File: src/sv/spf_pkg.sv
package spf_pkg;

    localparam int CW = 16;
    localparam int XW = 40;

    localparam logic [XW-1:0] X_MAX = 40'h7F_FFFF_FFFF;
    localparam logic [XW-1:0] X_MIN = 40'h80_0000_0000;

    localparam logic [1:0] FUNC_VERTEX  = 2'd0;
    localparam logic [1:0] FUNC_BREAK   = 2'd1;
    localparam logic [1:0] FUNC_ADVANCE = 2'd2;

    typedef enum logic [1:0] {
        SW_RANGE,
        SW_COUNT,
        SW_SELECT,
        SW_STEP
    } sweep_mode_t;

    typedef struct packed {
        logic signed [CW-1:0] top;
        logic signed [CW-1:0] bottom;
        logic signed [XW-1:0] x;
        logic signed [XW-1:0] step;
    } entry_t;

    typedef struct packed {
        logic        load_in;
        logic        ack_load;
        logic        upd_prev;
        logic        clr_prev;
        logic        div_start;
        logic        edge_write;
        logic        sweep_start;
        sweep_mode_t sweep_mode;
        logic        set_scanning;
        logic        clr_scanning;
        logic        take_sel;
        logic        span_load;
        logic        noline_load;
        logic        empty_load;
        logic        line_end;
    } cmd_t;

    typedef struct packed {
        logic [1:0] func;
        logic       scanning;
        logic       cnt_zero;
        logic       make_edge;
        logic       cnt_full;
        logic       div_done;
        logic       sweep_done;
        logic       can_load;
        logic       many_active;
        logic       sel_odd;
        logic       sel_last;
    } stat_t;

endpackage

File: src/sv/spf_ctrl.sv
module spf_ctrl (
    input  logic           clk,
    input  logic           rst_n,
    input  logic           in_tvalid,
    output logic           in_tready,
    input  spf_pkg::stat_t stat,
    output spf_pkg::cmd_t  cmd
);

    typedef enum logic [3:0] {
        S_IDLE,
        S_DECODE,
        S_DIV,
        S_WRITE,
        S_ACK,
        S_EMPTY,
        S_RANGE,
        S_COUNT,
        S_PLAN,
        S_SELECT,
        S_TAKE,
        S_NOSPAN,
        S_STEP,
        S_END
    } state_t;

    state_t state_reg, state_next;

    always_ff @(posedge clk or negedge rst_n)
    begin
        if (!rst_n)
            state_reg <= S_IDLE;
        else
            state_reg <= state_next;
    end

    always_comb
    begin
        state_next = state_reg;
        cmd        = '0;
        unique case (state_reg)
            S_IDLE:
                if (in_tvalid)
                begin
                    cmd.load_in = 1'b1;
                    state_next  = S_DECODE;
                end
            S_DECODE:
                if (stat.func == spf_pkg::FUNC_ADVANCE)
                begin
                    if (stat.cnt_zero)
                        state_next = S_EMPTY;
                    else if (!stat.scanning)
                    begin
                        cmd.sweep_start = 1'b1;
                        cmd.sweep_mode  = spf_pkg::SW_RANGE;
                        state_next      = S_RANGE;
                    end
                    else
                    begin
                        cmd.sweep_start = 1'b1;
                        cmd.sweep_mode  = spf_pkg::SW_COUNT;
                        state_next      = S_COUNT;
                    end
                end
                else if (stat.func == spf_pkg::FUNC_VERTEX && !stat.scanning
                         && stat.make_edge && !stat.cnt_full)
                begin
                    cmd.div_start = 1'b1;
                    state_next    = S_DIV;
                end
                else
                    state_next = S_ACK;
            S_DIV:
                if (stat.div_done)
                    state_next = S_WRITE;
            S_WRITE:
                if (stat.can_load)
                begin
                    cmd.edge_write = 1'b1;
                    cmd.upd_prev   = 1'b1;
                    cmd.ack_load   = 1'b1;
                    state_next     = S_IDLE;
                end
            S_ACK:
                if (stat.can_load)
                begin
                    cmd.ack_load = 1'b1;
                    cmd.upd_prev = !stat.scanning && stat.func == spf_pkg::FUNC_VERTEX;
                    cmd.clr_prev = !stat.scanning && stat.func == spf_pkg::FUNC_BREAK;
                    state_next   = S_IDLE;
                end
            S_EMPTY:
                if (stat.can_load)
                begin
                    cmd.empty_load   = 1'b1;
                    cmd.clr_scanning = 1'b1;
                    state_next       = S_IDLE;
                end
            S_RANGE:
                if (stat.sweep_done)
                begin
                    cmd.set_scanning = 1'b1;
                    cmd.sweep_start  = 1'b1;
                    cmd.sweep_mode   = spf_pkg::SW_COUNT;
                    state_next       = S_COUNT;
                end
            S_COUNT:
                if (stat.sweep_done)
                    state_next = S_PLAN;
            S_PLAN:
                if (stat.many_active)
                begin
                    cmd.sweep_start = 1'b1;
                    cmd.sweep_mode  = spf_pkg::SW_SELECT;
                    state_next      = S_SELECT;
                end
                else
                    state_next = S_NOSPAN;
            S_SELECT:
                if (stat.sweep_done)
                    state_next = S_TAKE;
            S_TAKE:
                if (!stat.sel_odd)
                begin
                    cmd.take_sel    = 1'b1;
                    cmd.sweep_start = 1'b1;
                    cmd.sweep_mode  = spf_pkg::SW_SELECT;
                    state_next      = S_SELECT;
                end
                else if (stat.can_load)
                begin
                    cmd.take_sel    = 1'b1;
                    cmd.span_load   = 1'b1;
                    cmd.sweep_start = 1'b1;
                    if (stat.sel_last)
                    begin
                        cmd.sweep_mode = spf_pkg::SW_STEP;
                        state_next     = S_STEP;
                    end
                    else
                    begin
                        cmd.sweep_mode = spf_pkg::SW_SELECT;
                        state_next     = S_SELECT;
                    end
                end
            S_NOSPAN:
                if (stat.can_load)
                begin
                    cmd.noline_load = 1'b1;
                    cmd.sweep_start = 1'b1;
                    cmd.sweep_mode  = spf_pkg::SW_STEP;
                    state_next      = S_STEP;
                end
            S_STEP:
                if (stat.sweep_done)
                    state_next = S_END;
            S_END:
            begin
                cmd.line_end = 1'b1;
                state_next   = S_IDLE;
            end
        endcase
    end

    assign in_tready = state_reg == S_IDLE;

endmodule

File: config.mk
export PLATFORM = sky130hd
export DESIGN_NAME = spf_ctrl
export DESIGN_NICKNAME = d
export VERILOG_FILES = /design/src/sv/spf_pkg.sv /design/src/sv/spf_ctrl.sv
export SDC_FILE = /design/constraint.sdc
export NUM_CORES = 1
export LEC_CHECK = 0
export ABC_AREA = 1
export ABC_CLOCK_PERIOD_IN_PS = 1200
export BUFFER_PORTS_ARGS = -buffer_cell sky130_fd_sc_hd__buf_2
export CAP_MARGIN = 20
export CORE_MARGIN = 4
export CORE_UTILIZATION = 40
export DETAILED_ROUTE_END_ITERATION = 8
export PLACE_DENSITY = 0.73
export SYNTH_ARGS = -nofsm -noshare
export SYNTH_HDL_FRONTEND = slang
export SYNTH_SLANG_ARGS = --single-unit
File: constraint.sdc
create_clock -name clk -period 1.2 [get_ports clk]
set_input_delay 0.06 -clock clk [delete_from_list [all_inputs] [get_ports clk]]
set_output_delay 0.06 -clock clk [all_outputs]
set_load 0.01 [all_outputs]
==> results by group, run 1 <==
Outcome
  – Status: finished, violations left
  – Violated checks: negative setup slack

Clocking
  – Later-pin clock latency in the skew report: 0.24 ns
  – CTS tree: done
  – Num CTS Buffers: 3
  – H-tree depth: 1
  – Clk pin slew, worst setup/hold paths: approximately 0.04 ns
  – CTS Sinks: 4
  – CTS Buffer Depth: 2
  – Root buffer cell: clkbuf_4

Power
  – Pwr Density: 2076 mW/mm^2
  – VDD IR max: 1.064 mV
  – Leak pwr: between 0.7 and 0.8 nW

Timing
  – Worst-margin pin slew: 0.2489 ns
  – Slew headroom: 0.8339
  – Fin. Hold Viols: 0
  – RSZ-0062 raised after global routing: yes
  – Tmin final: 1.556 ns
  – Setup violations, final: 21
  – Worst setup margin: -0.3558 ns
  – Clock skew: 0.004135 ns
  – Final Max Slew Viols: 0
  – Part of the cycle the worst path needs: 1.297
  – FMAX: 642.7 MHz

Cells and area
  – Area growth from synthesis to layout: 90.93%
  – Layout cells sized above 1: 0.5806
  – Fillers: ~100
  – Nets@finish: 203
  – Finished Cell Area: 0.001264 sq mm
  – Max reg flops: 4
  – Antenna cell count: 0

Critical path
  – Critical Setup Path Class: reg2out
  – Worst Path Arrival: about 1.5 ns
  – WP data required: about 1.1 ns
  – CP endpoint kind: output pin
  – Worst Path Max Fanout: 5
  – Setup crit start kind: register

Floorplan
  – Num rows: 14
  – IO Count: 32
  – Die X: 48.68 um
  – Full die area: approximately 0.0024 sq mm
  – Initial core utilization: 0.4294
  – Core area: 0.001541 sq mm
  – Die Ht: 48.68 um

Route
  – Drt pass-1 iters: 4
  – Detailed-route vias per instance: 5.500
  – Total number of vias: 1,111
  – DRC viols: 0
  – Antenna-violating nets left: 0
  – Wire per inst: 14.48 um
  – WL final: 2924 um
  – DRT iter0 DRCs: 57

Yosys
  – #FFs+latches synth: 4
  – Synth cell types: 18
  – Sequential share of the synthesized area: 0.1512
  – Syn nets: approximately 140
  – Netlist Area Pre-Place: 661.9 sq um
  – Cells after Synth: 128
  – Synthesized area per cell: 5.171 sq um
  – Yosys warning count: 0

Place
  – Placed instance area: 913.4 sq um
  – Hpwl dp: 1851 um
  – Post-place setup slack: -0.2200 ns
  – GPL Wtd Cong: approximately 0.99
  – Port Buf Inserts: 31

Flow run
  – Max Cap Violations: 0

GRT
  – Initial antenna violation count: 0
  – Pin count of the biggest net entering global routing: 7
  – First-pass GRT wire length: 4491 um
  – Gr usage total: 0.2308
  – Overflow after GRT: 0
  – Vias in the first global route: 1,075

Min path
  – Worst min path class: in2async
-- repair_timing --
action / in CTS / in global routing
hold buffers: 1 / 0
endpoints found under the setup margin: 21 / 21
setup buffers: 12 / 4
pin swaps: 17 / 16
gates resized for setup: 40 / 19
hold endpoints to repair: 4 / 0
-- critical path, stage by stage (launching register included) --
cell and delay, ns:
dfrtp_2 0.45, nor2_1 0.16, buf_4 0.18, inv_4 0.06
nor2_2 0.12, nand2_1 0.09, nand3_1 0.08, buf_2 0.12
-- area by class of cell --
| type | count | area (sq um) | area share |
|---|---|---|---|
| inverter | 23 | 96.34 | 0.07624 |
| sequential | 4 | 105.1 | 0.08317 |
| clock buffer | 3 | 22.52 | 0.01782 |
| timing repair buffer | 56 | 392.9 | 0.3109 |
| multi-input combinational | 100 | 626.9 | 0.4960 |
| tap | 16 | 20.02 | 0.01584 |
-- final timing paths --
path	cells after the start	from	endpoint	slack, ns
worst min-delay path	2	rst_n	state_reg[3]	0.18
worst min register to register	3	state_reg[1]	state_reg[1]	0.69
min in group clk	5	stat[8]	state_reg[0]	0.27
worst max register to register	9	state_reg[3]	state_reg[0]	-0.25
worst max-delay path	7	state_reg[0]	cmd[9]	-0.36
max in group asynchronous	2	rst_n	state_reg[0]	0.88
-- cells in the mapped netlist --
master,count,area (sq um)
a21oi_1,3,15.01
a21oi_2,1,8.760
and2_1,1,6.260
buf_4,1,7.510
dfrtp_1,4,100.1
inv_1,19,71.32
inv_2,4,15.01
nand2_1,35,131.4
nand2_2,2,12.51
nand3_1,16,80.08
nand3_2,1,10.01
nand4_1,4,25.02
nor2_1,18,67.56
nor2_2,6,37.54
nor3_1,6,30.03
nor4_1,1,6.260
o2111ai_1,2,17.52
o21ai_0,4,20.02
-- per-layer routing --
layer	vias up	part of all wire	track usage
li1	528	-	-
met2	70	0.51	0.4065
met5	-	0	0
met3	8	0.083	0.03988
met4	0	0.025	0.1031
met1	505	0.38	0.2672
-- cell families (layout without fill, tap and decap cells) --
kind of cell / Yosys count / count (layout) / synth area share
buffers and inverters: 24 / 82 / 0.1418
AOI/OAI and AO/OA: 10 / 10 / 0.09263
and+or+nand+nor: 90 / 90 / 0.6144
DFF: 4 / 4 / 0.1512
-- where the power goes --
part / internal [W] / leakage (nW) / switching, W
combinational: 0.000946 / 0.641 / 0.00117
sequential: 0.000209 / 0.0464 / 0.000136
clock: 0.000112 / 0.0138 / 0.0000545
total: 0.00127 / 0.701 / 0.00136
-- cells in the final DEF (no fill, tap or decap), types with 2 or more instances in the layout --
master,n
dfrtp_2,4
buf_2,29
nor2_2,5
nor3_1,2
o21ai_0,3
buf_6,8
a21oi_1,3
nor3_2,3
nand4_1,4
nand3_1,12
nand2_1,26
buf_4,17
inv_4,2
inv_2,5
nand2_2,10
inv_1,15
nor2_1,11
nor2_4,8
clkbuf_4,3
nand3_2,5
-- per-stage QoR --
| stage | total power, W | setup TNS [ns] | hold WS, ns | utilization | instances |
|---|---|---|---|---|---|
| detailed placement | 0.001631 | -1.282 | -0.1303 | 0.5925 | 184 |
| global route | 0.002821 | -6.816 | 0.1848 | 0.8198 | 202 |
| global placement | 0.001616 | -1.183 | -0.1328 | 0.5925 | 184 |
| CTS | 0.002312 | -4.654 | 0.1512 | 0.7662 | 199 |
| floorplan | 0.001122 | -0.02701 | -0.2356 | - | 128 |
| finish | 0.002623 | -5.090 | 0.1805 | 0.8198 | 202 |
(Power assumes the default switching activity.)
==> inputs of run 2 (changes only) <==
--- a/config.mk
+++ b/config.mk
@@ -6,13 +6,14 @@
 export NUM_CORES = 1
 export LEC_CHECK = 0
 export ABC_AREA = 1
-export ABC_CLOCK_PERIOD_IN_PS = 1200
+export ABC_CLOCK_PERIOD_IN_PS = 2000
 export BUFFER_PORTS_ARGS = -buffer_cell sky130_fd_sc_hd__buf_2
 export CAP_MARGIN = 20
 export CORE_MARGIN = 4
-export CORE_UTILIZATION = 40
+export CORE_UTILIZATION = 48
 export DETAILED_ROUTE_END_ITERATION = 8
-export PLACE_DENSITY = 0.73
+export PLACE_DENSITY = 0.82
+export REMOVE_ABC_BUFFERS = 1
 export SYNTH_ARGS = -nofsm -noshare
 export SYNTH_HDL_FRONTEND = slang
 export SYNTH_SLANG_ARGS = --single-unit
==> constraint.sdc (replaced) <==
create_clock -name clk -period 2 [get_ports clk]
set_input_delay 0.1 -clock clk [delete_from_list [all_inputs] [get_ports clk]]
set_output_delay 0.1 -clock clk [all_outputs]
set_load 0.01 [all_outputs]
==> results by group, run 2 (same netlist as run 1, synthesis figures left out) <==
Outcome
  – Status: complete, no violations

Timing
  – Fin. Hold Viols: 0 (unchanged)
  – Setup violations, final: 0 (-100%)
  – Part of the cycle the worst path needs: 0.8774
  – Worst-margin pin slew: 0.3134 ns (+0.06453 ns)
  – Tmin final: 1.755 ns
  – FMAX: 569.9 MHz
  – Clock skew: 0.001410 ns (-0.002725 ns)
  – Slew headroom: 0.7903 (-0.04361)
  – RSZ-0062 raised after global routing: no
  – Final Max Slew Viols: 0 (unchanged)
  – Setup Total Neg Slack: 0 ns (+5.090 ns)

Clocking
  – CTS Buffer Depth: 2 (unchanged)
  – Post-cts sizing count: 0 (-100%)
  – # Post-CTS Setup Buffers: 0 (-12)
  – CTS tree: done
  – Clk pin slew, worst setup/hold paths: 0.04 ns (about the same)
  – Later-pin clock latency in the skew report: 0.23 ns (about the same)
  – Num CTS Buffers: 3 (unchanged)
  – Root buffer cell: clkbuf_4
  – CTS Sinks: 4 (unchanged)
  – H-tree depth: 1 (unchanged)

GRT
  – First-pass GRT wire length: 3098 um (-31%)
  – Pin count of the biggest net entering global routing: 8 (+1)
  – Overflow after GRT: 0 (unchanged)
  – Gr usage total: 0.2023 (-0.02853)
  – Initial antenna violation count: 0 (unchanged)
  – Vias in the first global route: 748 (-30%)

Power
  – Pwr Density: 1107 mW/mm^2 (-47%)
  – Leak pwr: 0.5609 nW (-20%)
  – VDD IR max: 0.7040 mV (-34%)

Cells and area
  – Nets@finish: 179 (-12%)
  – Antenna cell count: 0 (unchanged)
  – Utilization after layout: 0.6615 (-0.1583)
  – Most common cell after layout, fill and taps aside: nand2_1
  – Layout cells sized above 1: 0.2963 (-0.2843)
  – Most frequent cells in the layout: 35 x nand2_1, 31 x buf_2, 19 x inv_1
  – Fillers: 128 (+27%)
  – Storage cell area: 100.1 sq um (-4.8%)
  – Max reg flops: 4 (unchanged)
  – Multi-input gate area: 467.9 sq um (-25%)
  – Area growth from synthesis to layout: 30.06%
  – Non-Filler Instances: 177 (-12%)

Floorplan
  – IO Count: 32 (unchanged)
  – Num rows: 13 (-1)
  – Core area: 0.001301 sq mm (-16%)
  – Die X: 45.14 um (-7.3%)
  – Initial core utilization: 0.5087 (+0.07927)
  – Die Ht: 45.14 um (-7.3%)
  – Full die area: 0.002037 sq mm (-14%)

Route
  – DRT iter0 DRCs: 33 (-42%)
  – Total number of vias: 935 (-16%)
  – DRC viols: 0 (unchanged)
  – WL final: 1886 um (-35%)
  – Detailed-route vias per instance: 5.282 (-4.0%)
  – Antenna-violating nets left: 0 (unchanged)
  – Wire per inst: 10.66 um (-26%)
  – Drt pass-1 iters: 4 (unchanged)

Place
  – Placed Cells incl. Taps: 173 (-6.0%)
  – Hpwl dp: 1588 um (-14%)
  – GPL Wtd Cong: 0.8499 (-14%)
  – Port Buf Inserts: 31 (unchanged)

Critical path
  – CP endpoint kind: output pin
  – Critical Setup Path Class: reg2out
  – Worst Path Arrival: 1.65 ns (+0.15 ns)
  – Worst Path Max Fanout: 7 (+2)
  – WP data required: 1.90 ns (+0.76 ns)
  – Setup crit start kind: register

Flow run
  – Max Cap Violations: 0 (unchanged)

Min path
  – Worst min path class: in2async
-- run 2: stage by stage --
step	setup WS, ns	power (W)	hold WS [ns]	cell area (sq um)
after floorplan	0.6839	0.0006675	-0.1956	654.4
after global placement	0.5446	0.0008384	-0.09477	828.3
after detailed placement	0.5310	0.0008454	-0.09572	828.3
after CTS	0.2732	0.0009519	0.1818	860.8
after global routing	0.06005	0.001068	0.2069	860.8
final	0.2452	0.0009525	0.1907	860.8
-- run 2: path summary, 6_finish.rpt --
| check | slack, ns | start | cells after the start | end |
|---|---|---|---|---|
| worst min register to register | 0.61 | state_reg[1] | 2 | state_reg[1] |
| worst max-delay path | 0.25 | state_reg[2] | 7 | cmd[7] |
| worst max register to register | 0.58 | state_reg[3] | 9 | state_reg[1] |
| min in group clk | 0.30 | stat[8] | 5 | state_reg[0] |
| max in group asynchronous | 1.70 | rst_n | 2 | state_reg[3] |
| worst min-delay path | 0.19 | rst_n | 2 | state_reg[0] |
-- run 2: power by group --
group | switching, W | internal [W] | total, W
Clock | 0.0000298 | 0.0000669 | 0.0000967
Sequential | 0.0000655 | 0.000119 | 0.000184
Combinational | 0.000441 | 0.000230 | 0.000672
-- run 2: area by class of cell --
cell class	count	area share
clock buffer	3	0.02616
inverter	23	0.1003
multi-input combinational	100	0.5436
sequential	4	0.1163
tap	15	0.02180
timing repair buffer	32	0.1919
-- run 2: repair_timing --
| action | in CTS | in global routing |
|---|---|---|
| hold buffers | 1 | 0 |
| endpoints found under the hold margin | 4 | 0 |
| setup endpoints to repair | 0 | 0 |
-- run 2: worst max-delay path, cell delays in order (launching register included) --
cell and delay, ns:
dfrtp_1 0.47, inv_2 0.11, nor2_2 0.19, nand2_1 0.14, nor2_1 0.21, inv_1 0.06, o2111ai_1 0.09, buf_2 0.16
-- run 2: per-layer routing --
| layer | track usage | wire length (um) | up-vias |
|---|---|---|---|
| met5 | 0 | 0 | - |
| met4 | 0.09357 | 12 | 0 |
| met3 | 0.03586 | 174 | 2 |
| met2 | 0.3192 | 869 | 46 |
| met1 | 0.2651 | 830 | 406 |
| li1 | - | - | 481 |
